## src/hw/rtl/tsps_pkg.sv

```systemverilog
// Shared constants for the two-axis sine profile stepper
`timescale 1ns / 1ps
package tsps_pkg;

  localparam int POSITION_BITS_DEF = 16;
  localparam int COUNT_BITS_DEF    = 15;

  localparam logic [1:0] OP_TICK  = 2'd0;
  localparam logic [1:0] OP_START = 2'd1;
  localparam logic [1:0] OP_STOP  = 2'd2;
  localparam logic [1:0] OP_NOP   = 2'd3;

  localparam int CFG_ADDR_W = 2;
  localparam int CFG_DATA_W = 10;
  localparam logic [CFG_ADDR_W-1:0] CFG_TICK  = 2'd0;
  localparam logic [CFG_ADDR_W-1:0] CFG_INV_A = 2'd1;
  localparam logic [CFG_ADDR_W-1:0] CFG_INV_B = 2'd2;
  localparam logic [CFG_ADDR_W-1:0] CFG_CONST = 2'd3;

  localparam int TICK_W = 10;
  localparam logic [TICK_W-1:0] TICK_RESET = 10'd100;
  localparam int DUR_W  = 31;
  localparam int FIELD_W = 16;

  localparam int PI_W = 18;
  localparam logic [PI_W-1:0] PI_Q16 = 18'd205887;
  localparam int KT_W = PI_W + TICK_W;

  localparam int EDGE_STEPS = 10;
  localparam int RAD_W      = 46;
  localparam logic [63:0] RAD_LIMIT = (64'd1 << RAD_W) - 64'd1;
  localparam int FRAC_SHIFT = 16;

  localparam int SQ_IN_W  = RAD_W + FRAC_SHIFT;
  localparam int SQ_OUT_W = SQ_IN_W / 2;
  localparam int DEN_W    = KT_W + SQ_OUT_W;
  localparam int DIV_W    = DEN_W + 1;
  localparam int DUR_SHIFT = 25;

endpackage

```

## src/hw/rtl/tsps_sqrt.sv

```systemverilog
// Digit-serial integer square root, two radicand bits per cycle
`timescale 1ns / 1ps
module tsps_sqrt import tsps_pkg::*; (
  input  logic                clk,
  input  logic                rst_n,
  input  logic                start,
  input  logic [SQ_IN_W-1:0]  radicand,
  output logic                done,
  output logic [SQ_OUT_W-1:0] root
);
  localparam int REM_W = SQ_OUT_W + 3;
  localparam int CW    = $clog2(SQ_OUT_W + 1);

  logic [SQ_IN_W-1:0]  src_r;
  logic [REM_W-1:0]    rem_r;
  logic [SQ_OUT_W-1:0] root_r;
  logic [CW-1:0]       cnt_r;
  logic                busy_r;
  logic                done_r;
  logic [REM_W-1:0]    rem_sh;
  logic [REM_W-1:0]    trial;
  logic                ge;

  assign rem_sh = {rem_r[REM_W-3:0], src_r[SQ_IN_W-1 -: 2]};
  assign trial  = REM_W'({root_r, 2'b01});
  assign ge     = rem_sh >= trial;

  always_ff @(posedge clk) begin
    if (!rst_n) begin
      busy_r <= 1'b0;
      done_r <= 1'b0;
      cnt_r  <= '0;
    end else begin
      done_r <= 1'b0;
      if (start) begin
        src_r  <= radicand;
        rem_r  <= '0;
        root_r <= '0;
        cnt_r  <= CW'(SQ_OUT_W);
        busy_r <= 1'b1;
      end else if (busy_r) begin
        src_r  <= src_r << 2;
        rem_r  <= ge ? rem_sh - trial : rem_sh;
        root_r <= {root_r[SQ_OUT_W-2:0], ge};
        cnt_r  <= cnt_r - 1'b1;
        if (cnt_r == CW'(1)) begin
          busy_r <= 1'b0;
          done_r <= 1'b1;
        end
      end
    end
  end

  assign done = done_r;
  assign root = root_r;
endmodule

```

## config.mk

```make
export PLATFORM = sky130hd
export DESIGN_NAME = tsps_sqrt
export DESIGN_NICKNAME = d
export VERILOG_FILES = /design/src/hw/rtl/tsps_pkg.sv /design/src/hw/rtl/tsps_sqrt.sv
export SDC_FILE = /design/constraint.sdc
export NUM_CORES = 1
export LEC_CHECK = 0
export BUFFER_PORTS_ARGS = -buffer_cell sky130_fd_sc_hd__buf_4
export CAP_MARGIN = 20
export CORE_AREA = 2 2 116 118
export CTS_BUF_LIST = sky130_fd_sc_hd__clkbuf_4 sky130_fd_sc_hd__clkbuf_8 sky130_fd_sc_hd__clkbuf_16
export CTS_CLUSTER_SIZE = 30
export DETAILED_ROUTE_END_ITERATION = 10
export DIE_AREA = 0 0 118 120
export PLACE_DENSITY = 0.88
export SLEW_MARGIN = 20
export SYNTH_ARGS = -nofsm -noshare
export SYNTH_HDL_FRONTEND = slang
export SYNTH_SLANG_ARGS = --single-unit
```

## constraint.sdc

```tcl
create_clock -name clk -period 16.99 [get_ports clk]
set_clock_uncertainty 0.2 [all_clocks]
set_input_delay 5.097 -clock clk [delete_from_list [all_inputs] [get_ports clk]]
set_output_delay 5.097 -clock clk [all_outputs]
set_load 0.01 [all_outputs]
```

==> impl_metrics.json <==
{
  "tightest_slew_ns": 0.987,
  "antenna_found_initial": 0,
  "cts_tree": "done",
  "post_drt_wl_per_cell_um": 18.5,
  "starting_drc_count_in_detailed_routing": 457,
  "power_report.internal_total_w": 0.000698,
  "switching_share": 0.311,
  "drt_total_wl_mm": 17.6,
  "synth-edff-count": 125,
  "gp_routability_congestion": 0.958,
  "core_region_area_um2": 13000,
  "static-leakage-power_nw": 3.57,
  "cts_buffer_depth": 2,
  "synth.avg_cell_area_um2": 11.2,
  "critPathRequiredTime_ns": 16.97,
  "setup_slack_on_the_worst_flop_to_flop_path_ns": 12.83,
  "cts_hold_buffers": 0,
  "startpoint_type": "input pin",
  "grt_setup_unrepaired": "false",
  "synth_mux_area_frac": 0.0907,
  "synth_adder_area_share": 0.0579,
  "count_of_final_hold_check_violations": 0,
  "remaining_drc_errors": 0,
  "synth_top_family_by_area": "compound AO/OA/AOI/OAI gates",
  "critical_path.cell_chain": "buf_4 > buf_4 > inv_1 > and4_1 > a211o_1",
  "slowest_cell_delay_on_critical_path_ns": 0.74,
  "grt_first_pass_wirelength_mm": 28.1,
  "worst-endpoint-arrival_ns": 7.35,
  "place_ws_ns": 9.21,
  "timing.final.crit_share": 0.434,
  "switching_power_w": 0.000315,
  "cp_slowest_cell": "sky130_fd_sc_hd__buf_4",
  "compound_gate_fraction_of_synth_area": 0.160,
  "final_nets": 862,
  "portBuffers": 96,
  "timing.critical_path.to_type": "flop",
  "slew_viol_final": 0,
  "starting_density_of_the_core": 0.583,
  "synth_seq_cells": 132,
  "pwr-share-seq": 0.400,
  "die_area_um2": 14200,
  "synth_flop_cell": "sky130_fd_sc_hd__edfxtp_1",
  "total_cts_buffers": 17,
  "grt_pass1_vias": 5754,
  "synthCells": 677,
  "grt.total_usage": 0.252,
  "postRouteAntennaNets": 0,
  "clock_sink_count": 132,
  "seq_area_frac_synth": 0.515,
  "grt_start_max_net_pins": 89,
  "clkTransAtPathRegs_ns": 0.07,
  "outcome": "finished, final reports clean",
  "placementRows": 42,
  "num_vias": 5925,
  "mappedNetlistNets": 777,
  "post-cts-setup-buffer-count": 0,
  "synth-simple-area-share": 0.113,
  "h-tree-depth": 4,
  "post_route_cells_drive_above_1_share": 0.266,
  "syn_to_final_growth_pct": 19.1,
  "die_h_um": 120,
  "hp-class": "reg -> reg",
  "cp_common_cell": "sky130_fd_sc_hd__buf_4",
  "async_flop_share": 0,
  "finalSetupTns_ns": 0,
  "crit_type": "in -> reg",
  "final-setup-viol-count": 0,
  "timing.fmax_mhz": 136,
  "yosys.area_share.xor_xnor": 0.0232,
  "firstDrtPassIters": 6,
  "overflow": 0,
  "report.power.total_w": 0.00101,
  "hpwl_mm": 11.6,
  "yosysUniqueCellTypes": 66,
  "cts-root-buf": "sky130_fd_sc_hd__clkbuf_16",
  "clk-insertion-delay-late_ns": 0.44,
  "finalWorstSetupSlack_ns": 9.62,
  "power.density_nw_per_um2": 113,
  "critical_path.max_fanout": 73,
  "antenna_cells_inserted": 0,
  "ctsResizeCount": 0,
  "pwr-share-clk": 0.360,
  "combPwrFrac": 0.240,
  "io_pins": 97,
  "die_w_um": 118,
  "synth.yosys.warnings": 0,
  "post_drt_via_cell_ratio": 6.23,
  "max_slew_margin": 0.342,
  "mappedNetlistArea_um2": 7560,
  "final_period_minus_worst_setup_slack_ns": 7.37,
  "cap_violations": 0,
  "vdd_ir_drop_max_mv": 0.0958
}
-- cells in the mapped netlist (3+ instances only) --
cell / n / area share
sky130_fd_sc_hd__a211oi_1: 14 / 0.014
sky130_fd_sc_hd__a21boi_0: 6 / 0.0060
sky130_fd_sc_hd__a21o_1: 14 / 0.014
sky130_fd_sc_hd__a21oi_1: 53 / 0.035
sky130_fd_sc_hd__a221o_1: 3 / 0.0040
sky130_fd_sc_hd__and3_1: 7 / 0.0058
sky130_fd_sc_hd__and4_1: 4 / 0.0046
sky130_fd_sc_hd__buf_1: 7 / 0.0035
sky130_fd_sc_hd__buf_2: 10 / 0.0066
sky130_fd_sc_hd__clkbuf_1: 14 / 0.0069
sky130_fd_sc_hd__dfxtp_1: 7 / 0.019
sky130_fd_sc_hd__edfxtp_1: 125 / 0.50
sky130_fd_sc_hd__ha_1: 35 / 0.058
sky130_fd_sc_hd__inv_1: 42 / 0.021
sky130_fd_sc_hd__mux2_2: 60 / 0.089
sky130_fd_sc_hd__nand2_1: 30 / 0.015
sky130_fd_sc_hd__nand2b_1: 4 / 0.0033
sky130_fd_sc_hd__nand3_1: 22 / 0.015
sky130_fd_sc_hd__nand4_1: 9 / 0.0074
sky130_fd_sc_hd__nor2_1: 55 / 0.027
sky130_fd_sc_hd__nor2b_1: 5 / 0.0041
sky130_fd_sc_hd__nor3_1: 16 / 0.011
sky130_fd_sc_hd__nor4_1: 4 / 0.0033
sky130_fd_sc_hd__o211ai_1: 5 / 0.0050
sky130_fd_sc_hd__o21a_1: 11 / 0.011
sky130_fd_sc_hd__o21ai_0: 39 / 0.026
sky130_fd_sc_hd__o21ai_1: 3 / 0.0020
sky130_fd_sc_hd__o31ai_1: 4 / 0.0040
sky130_fd_sc_hd__o32ai_1: 4 / 0.0046
sky130_fd_sc_hd__or3_1: 3 / 0.0025
sky130_fd_sc_hd__or4b_1: 3 / 0.0040
sky130_fd_sc_hd__xnor2_1: 12 / 0.014
sky130_fd_sc_hd__xor2_1: 8 / 0.0093
-- layer usage --
metal  track usage  vias up  wire length [µm]
met5             0        -                 0
met4         0.103        0               354
met3        0.0670       38              1340
met2         0.418      294              8810
met1         0.315     2862              7060
li1              -     2731                 -
-- through the flow --
| step | hold slack (ns) | util | instances | area (µm²) |
|---|---|---|---|---|
| 2_1_floorplan | 0.325 | - | 677 | 7560 |
| 3_3_place_gp | 0.326 | 0.647 | 918 | 8390 |
| 3_5_place_dp | 0.336 | 0.647 | 918 | 8390 |
| 4_1_cts | 0.353 | 0.691 | 950 | 8970 |
| 5_1_grt | 0.367 | 0.694 | 951 | 9010 |
| 6_report | 0.346 | 0.694 | 951 | 9010 |
-- power groups by stage --
stage	clock [W]	sequential (W)	combinational, W
after detailed placement	0	0.000411	0.000233
after floorplan	0	0.000411	0.000171
final	0.000365	0.000405	0.000243
after global placement	0	0.000410	0.000226
after CTS	0.000367	0.000405	0.000237
after global routing	0.000379	0.000407	0.000265
-- critical path: cells and delay by family --
family                 cells  cell delay (ns)
AO/OA/AOI/OAI              1             0.28
buffers and inverters      3             1.62
AND/OR/NAND/NOR            1             0.26
-- state kept, by name, indices dropped and copies added, names as in the netlist --
register,cells
busy_r,1
cnt_r,5
done,1
rem_r,32
root,31
src_r,62
-- worst paths after layout --
check	start	endpoint	depth (start not counted)
worst min register to register	src_r[44]$_DFFE_PP_	src_r[46]$_DFFE_PP_	1
worst min-delay path	src_r[44]$_DFFE_PP_	src_r[46]$_DFFE_PP_	1
worst max register to register	rem_r[28]$_SDFFCE_PP0P_	rem_r[1]$_SDFFCE_PP0P_	8
worst max-delay path	start	rem_r[29]$_SDFFCE_PP0P_	5
-- kinds of logic after synthesis --
logic type,after synthesis
and+or+nand+nor,172
xor gates and xnor gates,20
muxes,61
DFF,132
AOI/OAI and AO/OA,181
adders and majority gates,35
buffers and inverters,76
-- placed cells by master (no fill, tap or decap), drive strengths merged, types with 22 or more instances in the layout --
cell	count
buf	100
nor2	55
o21ai	43
a21oi	53
edfxtp	125
nand2	31
ha	35
mux2	60
nand3	22
inv	54
-- area by class of cell --
cell class / instances / area (µm²)
clock buffers: 17 / 425
clock inverters: 15 / 155
fillers: 883 / 3970
inverters: 42 / 158
multi-input cells: 469 / 3380
flip-flops and latches: 132 / 3890
well taps: 176 / 220
repair buffers: 100 / 771
(Power assumes the default switching activity.)
