### src/hw/rtl/tsps_pkg.sv
// Shared constants for the two-axis sine profile stepper
`timescale 1ns / 1ps
package tsps_pkg;

  localparam int POSITION_BITS_DEF = 16;
  localparam int COUNT_BITS_DEF    = 15;

  localparam logic [1:0] OP_TICK  = 2'd0;
  localparam logic [1:0] OP_START = 2'd1;
  localparam logic [1:0] OP_STOP  = 2'd2;
  localparam logic [1:0] OP_NOP   = 2'd3;

  localparam int CFG_ADDR_W = 2;
  localparam int CFG_DATA_W = 10;
  localparam logic [CFG_ADDR_W-1:0] CFG_TICK  = 2'd0;
  localparam logic [CFG_ADDR_W-1:0] CFG_INV_A = 2'd1;
  localparam logic [CFG_ADDR_W-1:0] CFG_INV_B = 2'd2;
  localparam logic [CFG_ADDR_W-1:0] CFG_CONST = 2'd3;

  localparam int TICK_W = 10;
  localparam logic [TICK_W-1:0] TICK_RESET = 10'd100;
  localparam int DUR_W  = 31;
  localparam int FIELD_W = 16;

  localparam int PI_W = 18;
  localparam logic [PI_W-1:0] PI_Q16 = 18'd205887;
  localparam int KT_W = PI_W + TICK_W;

  localparam int EDGE_STEPS = 10;
  localparam int RAD_W      = 46;
  localparam logic [63:0] RAD_LIMIT = (64'd1 << RAD_W) - 64'd1;
  localparam int FRAC_SHIFT = 16;

  localparam int SQ_IN_W  = RAD_W + FRAC_SHIFT;
  localparam int SQ_OUT_W = SQ_IN_W / 2;
  localparam int DEN_W    = KT_W + SQ_OUT_W;
  localparam int DIV_W    = DEN_W + 1;
  localparam int DUR_SHIFT = 25;

endpackage

### src/hw/rtl/tsps_div.sv
// Bit-serial restoring divider, one quotient bit per cycle
`timescale 1ns / 1ps
module tsps_div import tsps_pkg::*; (
  input  logic             clk,
  input  logic             rst_n,
  input  logic             start,
  input  logic [DIV_W-1:0] num,
  input  logic [DIV_W-1:0] den,
  output logic             done,
  output logic [DIV_W-1:0] quo
);
  localparam int CW = $clog2(DIV_W + 1);

  logic [DIV_W-1:0] qn_r;   // numerator shifts out, quotient shifts in
  logic [DIV_W-1:0] den_r;
  logic [DIV_W-1:0] rem_r;
  logic [CW-1:0]    cnt_r;
  logic             busy_r;
  logic             done_r;
  logic [DIV_W:0]   rem_sh;
  logic             ge;

  assign rem_sh = {rem_r, qn_r[DIV_W-1]};
  assign ge     = rem_sh >= {1'b0, den_r};

  always_ff @(posedge clk) begin
    if (!rst_n) begin
      busy_r <= 1'b0;
      done_r <= 1'b0;
      cnt_r  <= '0;
    end else begin
      done_r <= 1'b0;
      if (start) begin
        qn_r   <= num;
        den_r  <= den;
        rem_r  <= '0;
        cnt_r  <= CW'(DIV_W);
        busy_r <= 1'b1;
      end else if (busy_r) begin
        rem_r  <= ge ? DIV_W'(rem_sh - {1'b0, den_r}) : DIV_W'(rem_sh);
        qn_r   <= {qn_r[DIV_W-2:0], ge};
        cnt_r  <= cnt_r - 1'b1;
        if (cnt_r == CW'(1)) begin
          busy_r <= 1'b0;
          done_r <= 1'b1;
        end
      end
    end
  end

  assign done = done_r;
  assign quo  = qn_r;
endmodule

### config.mk
export PLATFORM = sky130hd
export DESIGN_NAME = tsps_div
export DESIGN_NICKNAME = d
export VERILOG_FILES = /design/src/hw/rtl/tsps_pkg.sv /design/src/hw/rtl/tsps_div.sv
export SDC_FILE = /design/constraint.sdc
export NUM_CORES = 1
export LEC_CHECK = 0
export BUFFER_PORTS_ARGS = -buffer_cell sky130_fd_sc_hd__clkbuf_2
export CAP_MARGIN = 0
export CORE_MARGIN = 2
export CORE_UTILIZATION = 49
export CTS_CLUSTER_DIAMETER = 100
export DETAILED_ROUTE_END_ITERATION = 16
export PLACE_DENSITY_LB_ADDON = 0.05
export SYNTH_ARGS = -nofsm -noshare
export SYNTH_HDL_FRONTEND = slang
export SYNTH_SLANG_ARGS = --single-unit
### constraint.sdc
create_clock -name clk -period 6.34 [get_ports clk]
set_input_delay 0.951 -clock clk [delete_from_list [all_inputs] [get_ports clk]]
set_output_delay 0.951 -clock clk [all_outputs]
set_load 0.1 [all_outputs]
==> impl_results.md, run 1 <==
- Status: finished clean
- Pleak: 5.66 nW
- Initial Util: 0.499
- Antenna diodes: 0
- CP max stage cell: buf_4
- Min Tclk post-route: around 3.8 ns
- Crit end category: flop
- NumNets Final: 1359
- Syn nets: about 1200
- Top Ports: 184
- Placed Cells: between 1000 and 1500
- H-tree depth: 4
- Hold-fix buffers, CTS: 0
- Clock Path Buffers: 2
- IO Port Bufs: between 150 and 200
- DRC violation count after routing: 0
- WL per Instance: ~18 um
- Top cells by area, synth: edfxtp_1 48%, ha_1 6.9%, mux2_2 6.0%
- Sequential area share after synthesis: 0.494
- Number of synthesized register bits: between 150 and 200
- Finished Layout Cells: around 1500
- Vias: 8279
- Die area: between 20000 and 25000 sq um
- Gr usage total: 0.222
- Hpwl dp: about 19000 um
- Startpoint Class: flop
- Vias in the first global route: ~8300
- Worst-path fanout max: 51
- Root buf cell: clkbuf_16
- Critical Setup Path Class: reg2reg
- Yosys warns: 0
- Number of synthesized flops with an enable pin: 180
- Worst clock skew: ~0.011 ns
- Final setup margin: approximately 2.6 ns
- Post-synthesis average cell area: about 11 sq um
- Post-CTS setup buffers: 0
- Hold Slack: roughly 0.53 ns
- Distinct cells, synth: 77
- DRT antenna net count: 0
- Final setup fails: 0
- First drt pass iteration count: 5
- First DRT Iteration DRCs: 550
- FILL cells: 1974
- Achievable clock frequency: about 270 MHz
- FP Rows: 55
- First-pass GRT wire length: 42400 um
- Setup WS pre-CTS: 2.59 ns
- Clk_lat worst skew: roughly 0.44 ns
- Slew @ Worst Pin: between 1 and 1.5 ns
- Gr ovfl total: 0
- CTS Buf Count: 17
- Most frequent cells after synthesis: 180 x edfxtp_1, 91 x nor2_1, 76 x inv_1
- Post-synth top flop: edfxtp_1
- Mapped Area: 11300 sq um
- Layout cell share with drive strength beyond 1: 0.258
- CP Data Required Time: about 6.6 ns
- RSZ-0062 raised after global routing: no
- Final WL: approximately 26000 um
- CP max stage delay: 0.53 ns
- Synth Instances: 1007
- Peak supply drop: ~0.00016 V
- Final Cycle Share: 0.594
- Largest net degree at the start of global routing: between 80 and 90
- Slew Viols, Final: 0
- Core area: 22600 sq um
- PwrDens: about 290 nW/um^2
- Hold Path Class: reg2reg
- Synth area leader: edfxtp_1
- Total Neg Setup Slack: 0 ns
- CP arrival: between 4 and 5 ns
- Cell with the most instances after synthesis: edfxtp_1
- Initial antenna violation count: 1
- Clock transition at path regs: about 0.08 ns
- Die X: 156 um
- Top cell type's share of synthesized area: 0.480
- Most common cell on crit path: a21oi_1
- Crit path cell chain: ha_1 -> nand3_1 -> a21oi_1 -> o21bai_1 -> a21oi_1 -> o21ai_1 -> o211ai_1 -> a31oi_4 -> o21ai_4 -> buf_4 -> nand2_4 -> o32ai_1
- GP Congestion: around 0.9
- Die height: 156 um
- CTS tree: built
- Relative slew margins: 0.254
- Resize count post-CTS: 0
- Hold Vio Cnt, Final: 0
- Detailed-route vias per instance: 5.63
- P&R area growth vs syn: 14.7%
- Fraction of registers with async set/reset: 0
- Reported max-cap violation count: 0
- Clk sinks: roughly 190
-- final timing paths --
kind	startpoint	slack, ns	cells after the start	end
worst max register to register	rem_r[2]$_SDFFCE_PP0P_	2.58	12	rem_r[56]$_SDFFCE_PP0P_
worst max-delay path	rem_r[2]$_SDFFCE_PP0P_	2.58	12	rem_r[56]$_SDFFCE_PP0P_
worst min-delay path	cnt_r[1]$_SDFFE_PP0P_	0.53	2	cnt_r[1]$_SDFFE_PP0P_
worst min register to register	cnt_r[1]$_SDFFE_PP0P_	0.53	2	cnt_r[1]$_SDFFE_PP0P_
-- sequential cells by signal, indices dropped and copies added, names as in the netlist --
signal	count
done	1
cnt_r	6
busy_r	1
quo	60
den_r	60
rem_r	60
-- layout make-up --
| type | instances | area [sq um] | share of cell area |
|---|---|---|---|
| Sequential cell | 188 | 5570 | 0.431 |
| Tap cell | 285 | 357 | 0.0276 |
| Multi-Input combinational cell | 700 | 5150 | 0.399 |
| Inverter | 78 | 293 | 0.0227 |
| Clock buffer | 18 | 429 | 0.0332 |
| Timing Repair Buffer | 188 | 956 | 0.0740 |
| Clock inverter | 14 | 165 | 0.0128 |
-- metrics by stage --
stage,area [sq um],power [mW],util
after floorplan,11300,2.50,-
after global placement,12300,2.73,0.546
after detailed placement,12300,2.73,0.546
after CTS,12900,3.83,0.572
after global routing,12900,3.99,0.572
final,12900,3.80,0.572
-- kinds of logic (layout without fill, tap and decap cells) --
family,Yosys count,in the layout,share of synthesized area
XOR/XNOR,56,56,0.0436
adder cells (fa/ha/maj),63,63,0.0707
buffers and inverters,119,298,0.0492
flip-flops,188,188,0.494
AND/OR/NAND/NOR,237,237,0.0992
AO/OA/AOI/OAI,251,251,0.154
multiplexers,93,93,0.0893
-- worst max-delay path: cells and delay by family (launching register included) --
kind	cells	cell delay [ns]
adder cells (fa/ha/maj)	1	0.39
AO/OA/AOI/OAI	8	1.86
flip-flops	1	0.42
AND/OR/NAND/NOR	2	0.32
buffers and inverters	1	0.53
-- power breakdown --
group          total, mW  internal [mW]  switching, mW
logic               1.16          0.419          0.743
clock network       1.09          0.537          0.552
registers           1.55           1.50         0.0513
total               3.80           2.45           1.35
-- routing by layer --
layer,part of all wire,GRT usage
met5,0.00061,0
met4,0.021,0.0708
met3,0.070,0.0558
met2,0.44,0.346
met1,0.46,0.307
-- placed cells by master (no fill, tap or decap), types with 4 or more instances in the layout --
cell       instances
o22ai_1            5
nor2_1            91
a21boi_0           6
clkbuf_2         182
nand3_1           16
ha_1              62
xnor2_1           34
inv_1             75
nand4_1           18
dfxtp_1            8
a21o_1            46
xor2_1            22
inv_6              4
buf_4              6
mux2_2            60
o21ai_1           12
clkbuf_16         17
inv_8              5
and2_1             5
a31oi_1            7
a21oi_1           65
o21bai_1          19
mux2i_1           33
a221o_1            5
and3_1            13
edfxtp_1         180
nor3_1             9
or4_1              4
o21ai_0           21
a211oi_1          20
nand2_1           60
o211ai_1           7
No activity file was read; power rests on OpenSTA's default activity.
==> run 2, diff against run 1 <==
clock period = 3.6 ns   (was 6.34 ns; I/O delays follow)
==> impl_results.md, run 2 (synthesized netlist as in run 1, its figures left out) <==
- Status: finished clean
- Achievable clock frequency: about 300 MHz
- Detailed-route vias per instance: 5.54
- Most frequent cells in the layout: 182 x clkbuf_2, 180 x edfxtp_1, 91 x nor2_1, 75 x inv_1, 65 x a21oi_1
- FP Rows: between 50 and 60
- Worst-path fanout max: 12
- CP top delay family: simple AND/OR/NAND/NOR gates
- Pleak: 5.79 nW
- Hold Slack: 0.274 ns
- Hpwl dp: 19800 um
- Peak supply drop: slightly below 0.0003 V
- Hold-fix buffers, CTS: 0
- Worst R2R End: rem_r[56]$_SDFFCE_PP0P_
- Slew @ Worst Pin: 0.772 ns
- Reported max-cap violation count: 0
- Reg2reg path depth: 11
- Hold worst-path end: den_r[19]$_DFFE_PP_
- GP Congestion: 0.926
- Clk_lat worst skew: 0.44 ns
- Final WL: between 20000 and 30000 um
- Total Neg Setup Slack: 0 ns
- NumNets Final: between 1000 and 1500
- IO Port Bufs: 183
- Clock Path Buffers: 2
- Critical Setup Path Class: reg2reg
- Top Ports: about 180
- Clk sinks: 188
- H-tree depth: 4
- Vias: around 8300
- R2r startpoint: rem_r[32]$_SDFFCE_PP0P_
- DRC violation count after routing: 0
- Initial antenna violation count: 0
- First DRT Iteration DRCs: about 460
- Reg2Reg Setup Slack: 0.19 ns
- WP buf/inv: 1
- Clock transition at path regs: 0.08 ns
- First drt pass iteration count: 5
- Slew Viols, Final: 0
- CP Data Required Time: between 3 and 4 ns
- P&R area growth vs syn: 17.3%
- Startpoint Class: flop
- FILL cells: ~2000
- Die X: between 150 and 200 um
- Hold Vio Cnt, Final: 0
- Crit path cell chain: ha_1 -> nand2_1 -> nor2_2 -> nand4_1 -> or4_1 -> nor4_2 -> nor3_1 -> o21ai_4 -> buf_12 -> nand2_4 -> o32ai_1
- RSZ-0062 raised after global routing: no
- Core area: 22600 sq um
- First-pass GRT wire length: 43700 um
- Vias in the first global route: between 8000 and 9000
- Largest net degree at the start of global routing: 61
- Root buf cell: clkbuf_16
- Worst hold path stage count: 1
- Relative slew margins: 0.485
- DRT antenna net count: 0
- Commonest non-fill, non-tap cell in the layout: clkbuf_2
- Worst clock skew: around 0.013 ns
- Initial Util: 0.499
- Die area: roughly 24000 sq um
- Crit end category: flop
- CTS tree: built
- Hold path startpoint: den[19]
- CP arrival: roughly 3.6 ns
- Gr usage total: 0.229
- Min Tclk post-route: 3.41 ns
- Final Cycle Share: 0.946
- WL per Instance: 17.9 um
- Layout cell share with drive strength beyond 1: 0.274
- PwrDens: 513 nW/um^2
- Die height: ~160 um
- CP max stage delay: 0.58 ns
- Final setup fails: 0
- CP max stage cell: or4_1
- Hold Path Class: in2reg
- Gr ovfl total: 0
- CTS Buf Count: 17
run 2: cell count changes in the layout (fill, tap and decap cells not counted), sizes merged:
| cell | change |
|---|---|
| buf | +23 |
| clkbuf | -1 |
| clkinv | +1 |
| clkinvlp | +2 |
| diode | +1 |
| inv | -2 |
| o21ai | +1 |
run 2: cell type report:
type / count / area, sq um / area share
flip-flops and latches: 188 / 5570 / 0.421
inverters: 78 / 293 / 0.0222
multi-input cells: 701 / 5180 / 0.392
well taps: 285 / 357 / 0.0270
clock buffers: 17 / 425 / 0.0322
clock inverters: 15 / 169 / 0.0128
diodes: 1 / 2.50 / 0.000190
repair buffers: 211 / 1220 / 0.0921
run 2: worst register-to-register path, cell delays in order, from the launching register on:
cell      delay (ns)
edfxtp_1        0.42
ha_1            0.40
nand2_1         0.13
nor2_2          0.22
nand4_1         0.23
or4_1           0.58
nor4_2          0.22
nor3_1          0.18
o21ai_4         0.18
buf_12          0.20
nand2_4         0.10
o32ai_1         0.35
run 2: how the worst max path moves through the flow:
stage | start | endpoint | cells after the start
3_3_place_gp | rem_r[32]$_SDFFCE_PP0P_ | rem_r[56]$_SDFFCE_PP0P_ | 11
2_1_floorplan | quo[59]$_DFFE_PP_ | rem_r[54]$_SDFFCE_PP0P_ | 13
6_report | rem_r[32]$_SDFFCE_PP0P_ | rem_r[56]$_SDFFCE_PP0P_ | 11
4_1_cts | rem_r[3]$_SDFFCE_PP0P_ | rem_r[56]$_SDFFCE_PP0P_ | 12
5_1_grt | rem_r[33]$_SDFFCE_PP0P_ | rem_r[56]$_SDFFCE_PP0P_ | 11
3_5_place_dp | rem_r[33]$_SDFFCE_PP0P_ | rem_r[55]$_SDFFCE_PP0P_ | 11
run 2: per-layer routing:
layer,global-route usage,vias up,share of wire
met2,0.356,232,0.44
met4,0.0738,0,0.023
met3,0.0600,35,0.067
li1,-,4112,-
met1,0.313,3909,0.47
met5,0,-,0
run 2: per-stage QoR:
step / instance area (sq um) / setup slack, ns / power, mW / std cells / utilization
after floorplan: 11300 / 0.0990 / 4.40 / 1007 / -
after detailed placement: 12600 / 0.187 / 4.90 / 1461 / 0.557
after global placement: 12600 / 0.102 / 4.89 / 1461 / 0.557
after CTS: 13200 / 0.130 / 6.81 / 1493 / 0.584
after global routing: 13200 / 0.0105 / 7.12 / 1495 / 0.585
final: 13200 / 0.195 / 6.78 / 1496 / 0.585
run 2: power breakdown:
part	switching, mW	internal (mW)	total [mW]
combinational	1.34	0.806	2.15
clock	0.968	0.938	1.91
sequential	0.0890	2.63	2.72
total	2.40	4.38	6.78
run 2: timing repair:
action,4_1_cts,5_1_grt
setup buffers,0,1
gates resized for setup,0,2
endpoints found under the setup margin,0,27
==> run 3, diff against run 2 <==
CTS_BUF_LIST = sky130_fd_sc_hd__clkbuf_4   (was not set)
==> impl_results.md, run 3 (synthesized netlist as in run 1, its figures left out) <==
- Die height: approximately 160 um
- Reg2reg path depth: 13
- Gr usage total: 0.227
- Grt met1 use: 0.315
- Reg2Reg Setup Slack: 0.24 ns
- Placed Cells: between 1000 and 1500
- Worst-path fanout max: 17
- Core area: 22600 sq um
- Die area: around 24000 sq um
- Layout cell share with drive strength beyond 1: 0.276
- CTS tree: built
- DRT antenna net count: 0
- Clk_lat worst skew: around 0.6 ns
- DRC violation count after routing: 0
- P&R area growth vs syn: 14.8%
- Hold Vio Cnt, Final: 0
- Slew Viols, Final: 0
- Final setup margin: 0.237 ns
- Clk sinks: about 190
- Met3 Usage GRT: 0.0689
- Top Ports: 184
- Largest net degree at the start of global routing: 61
- Finished Cell Area: roughly 13000 sq um
- RSZ-0062 raised after global routing: no
- Worst hold path stage count: 1
- Worst clock skew: ~0.032 ns
- First drt pass iteration count: 5
- FP Rows: 55
- Relative slew margins: 0.490
- DP Area: about 13000 sq um
- Vias: just over 8000
- First DRT Iteration DRCs: around 440
- Commonest non-fill, non-tap cell in the layout: clkbuf_2
- Critical Setup Path Class: reg2reg
- Startpoint Class: flop
- Clock Path Buffers: 2
- Initial antenna violation count: 1
- Status: finished clean
- CP Data Required Time: roughly 4 ns
- Worst R2R End: rem_r[13]$_SDFFCE_PP0P_
- Clock transition at path regs: roughly 0.19 ns
- Hold-fix buffers, CTS: 0
- NumNets Final: approximately 1400
- Pleak: about 5.7 nW
- WL per Instance: about 18 um
- PwrDens: between 400 and 500 nW/um^2
- IO Port Bufs: ~180
- Hold path startpoint: den[10]
- Hold worst-path end: den_r[10]$_DFFE_PP_
- Crit end category: flop
- H-tree depth: 4
- Finished Layout Cells: ~1500
- Initial Util: 0.499
- Detailed-route vias per instance: around 5.5
- Die X: between 150 and 200 um
- Slew @ Worst Pin: 0.766 ns
- Achievable clock frequency: around 300 MHz
- Hold Slack: roughly 0.094 ns
- Vias in the first global route: roughly 8400
- GR Layer Usage met2: 0.354
- CTS Buf Count: 17
- Final Cycle Share: 0.934
- Hpwl dp: about 20000 um
- Hold Path Class: in2reg
- Most frequent cells in the layout: 182 x clkbuf_2, 180 x edfxtp_1, 91 x nor2_1, 75 x inv_1, 65 x a21oi_1
- CP arrival: about 3.7 ns
- Peak supply drop: 0.000278 V
- First-pass GRT wire length: between 40000 and 50000 um
- Final setup fails: 0
- Total Neg Setup Slack: 0 ns
- Root buf cell: clkbuf_4
- R2r startpoint: rem_r[3]$_SDFFCE_PP0P_
- Min Tclk post-route: around 3.4 ns
- Gr ovfl total: 0
- Setup WS pre-CTS: ~0.19 ns
- Reported max-cap violation count: 0
- GRT Max-Usage Layer: met2
- GP Congestion: 0.926
- Final WL: around 27000 um
## run 3: cell types whose count changed in the layout (fill, tap and decap cells not counted)
| cell | delta |
|---|---|
| clkbuf_16 | -17 |
| o21ai_2 | -1 |
| diode_2 | +1 |
| buf_4 | +3 |
| clkbuf_4 | +17 |
## run 3: worst max-delay path: stages (launching register included)
cell and delay [ns]:
edfxtp_1 0.44, ha_1 0.36, a21o_1 0.20, a31o_1 0.20
o21bai_1 0.25, a21oi_1 0.18, o21ai_1 0.17, o211ai_1 0.23
a31oi_4 0.35, o21ai_4 0.08, buf_4 0.18, buf_12 0.15
mux2i_1 0.22, nor2_1 0.07
## run 3: through the flow
step	util	power, mW
final	0.573	6.07
after detailed placement	0.557	4.90
after floorplan	-	4.40
after global routing	0.572	6.42
after global placement	0.557	4.89
after CTS	0.570	6.11
## run 3: area by class of cell
type / instances / area [sq um]
clock inverter: 15 / 169
antenna: 2 / 5.00
timing repair buffer: 214 / 1240
sequential: 188 / 5570
inverter: 78 / 293
clock buffer: 17 / 128
tap: 285 / 357
multi-input combinational: 700 / 5170
fill: 2047 / 9650
## run 3: where the power goes
part | switching (mW) | internal (mW) | total (mW) | leakage, nW
Combinational | 1.34 | 0.813 | 2.16 | 3.74
Sequential | 0.0889 | 2.63 | 2.72 | 1.79
Clock | 0.870 | 0.325 | 1.19 | 0.151
Total | 2.30 | 3.77 | 6.07 | 5.68
## run 3: how the worst max path moves through the flow
stage | from | endpoint | slack (ns) | depth (start not counted)
floorplan | quo[59]$_DFFE_PP_ | rem_r[54]$_SDFFCE_PP0P_ | 0.1 | 13
global placement | rem_r[32]$_SDFFCE_PP0P_ | rem_r[56]$_SDFFCE_PP0P_ | 0.10 | 11
detailed placement | rem_r[33]$_SDFFCE_PP0P_ | rem_r[55]$_SDFFCE_PP0P_ | 0.19 | 11
CTS | rem_r[3]$_SDFFCE_PP0P_ | rem_r[56]$_SDFFCE_PP0P_ | 0.09 | 12
global route | rem_r[33]$_SDFFCE_PP0P_ | rem_r[13]$_SDFFCE_PP0P_ | 0.03 | 12
finish | rem_r[3]$_SDFFCE_PP0P_ | rem_r[13]$_SDFFCE_PP0P_ | 0.24 | 13
## run 3: layer usage
metal,up-vias,share of wire,wire (um)
met4,0,0.017,448
li1,4119,-,-
met1,3862,0.47,12400
met5,-,0,0
met3,28,0.073,1930
met2,255,0.44,11800
## run 3: what timing repair did
| item | CTS | global route |
|---|---|---|
| endpoints found under the setup margin | 0 | 32 |
| resized for setup | 0 | 2 |
| setup buffers | 0 | 4 |
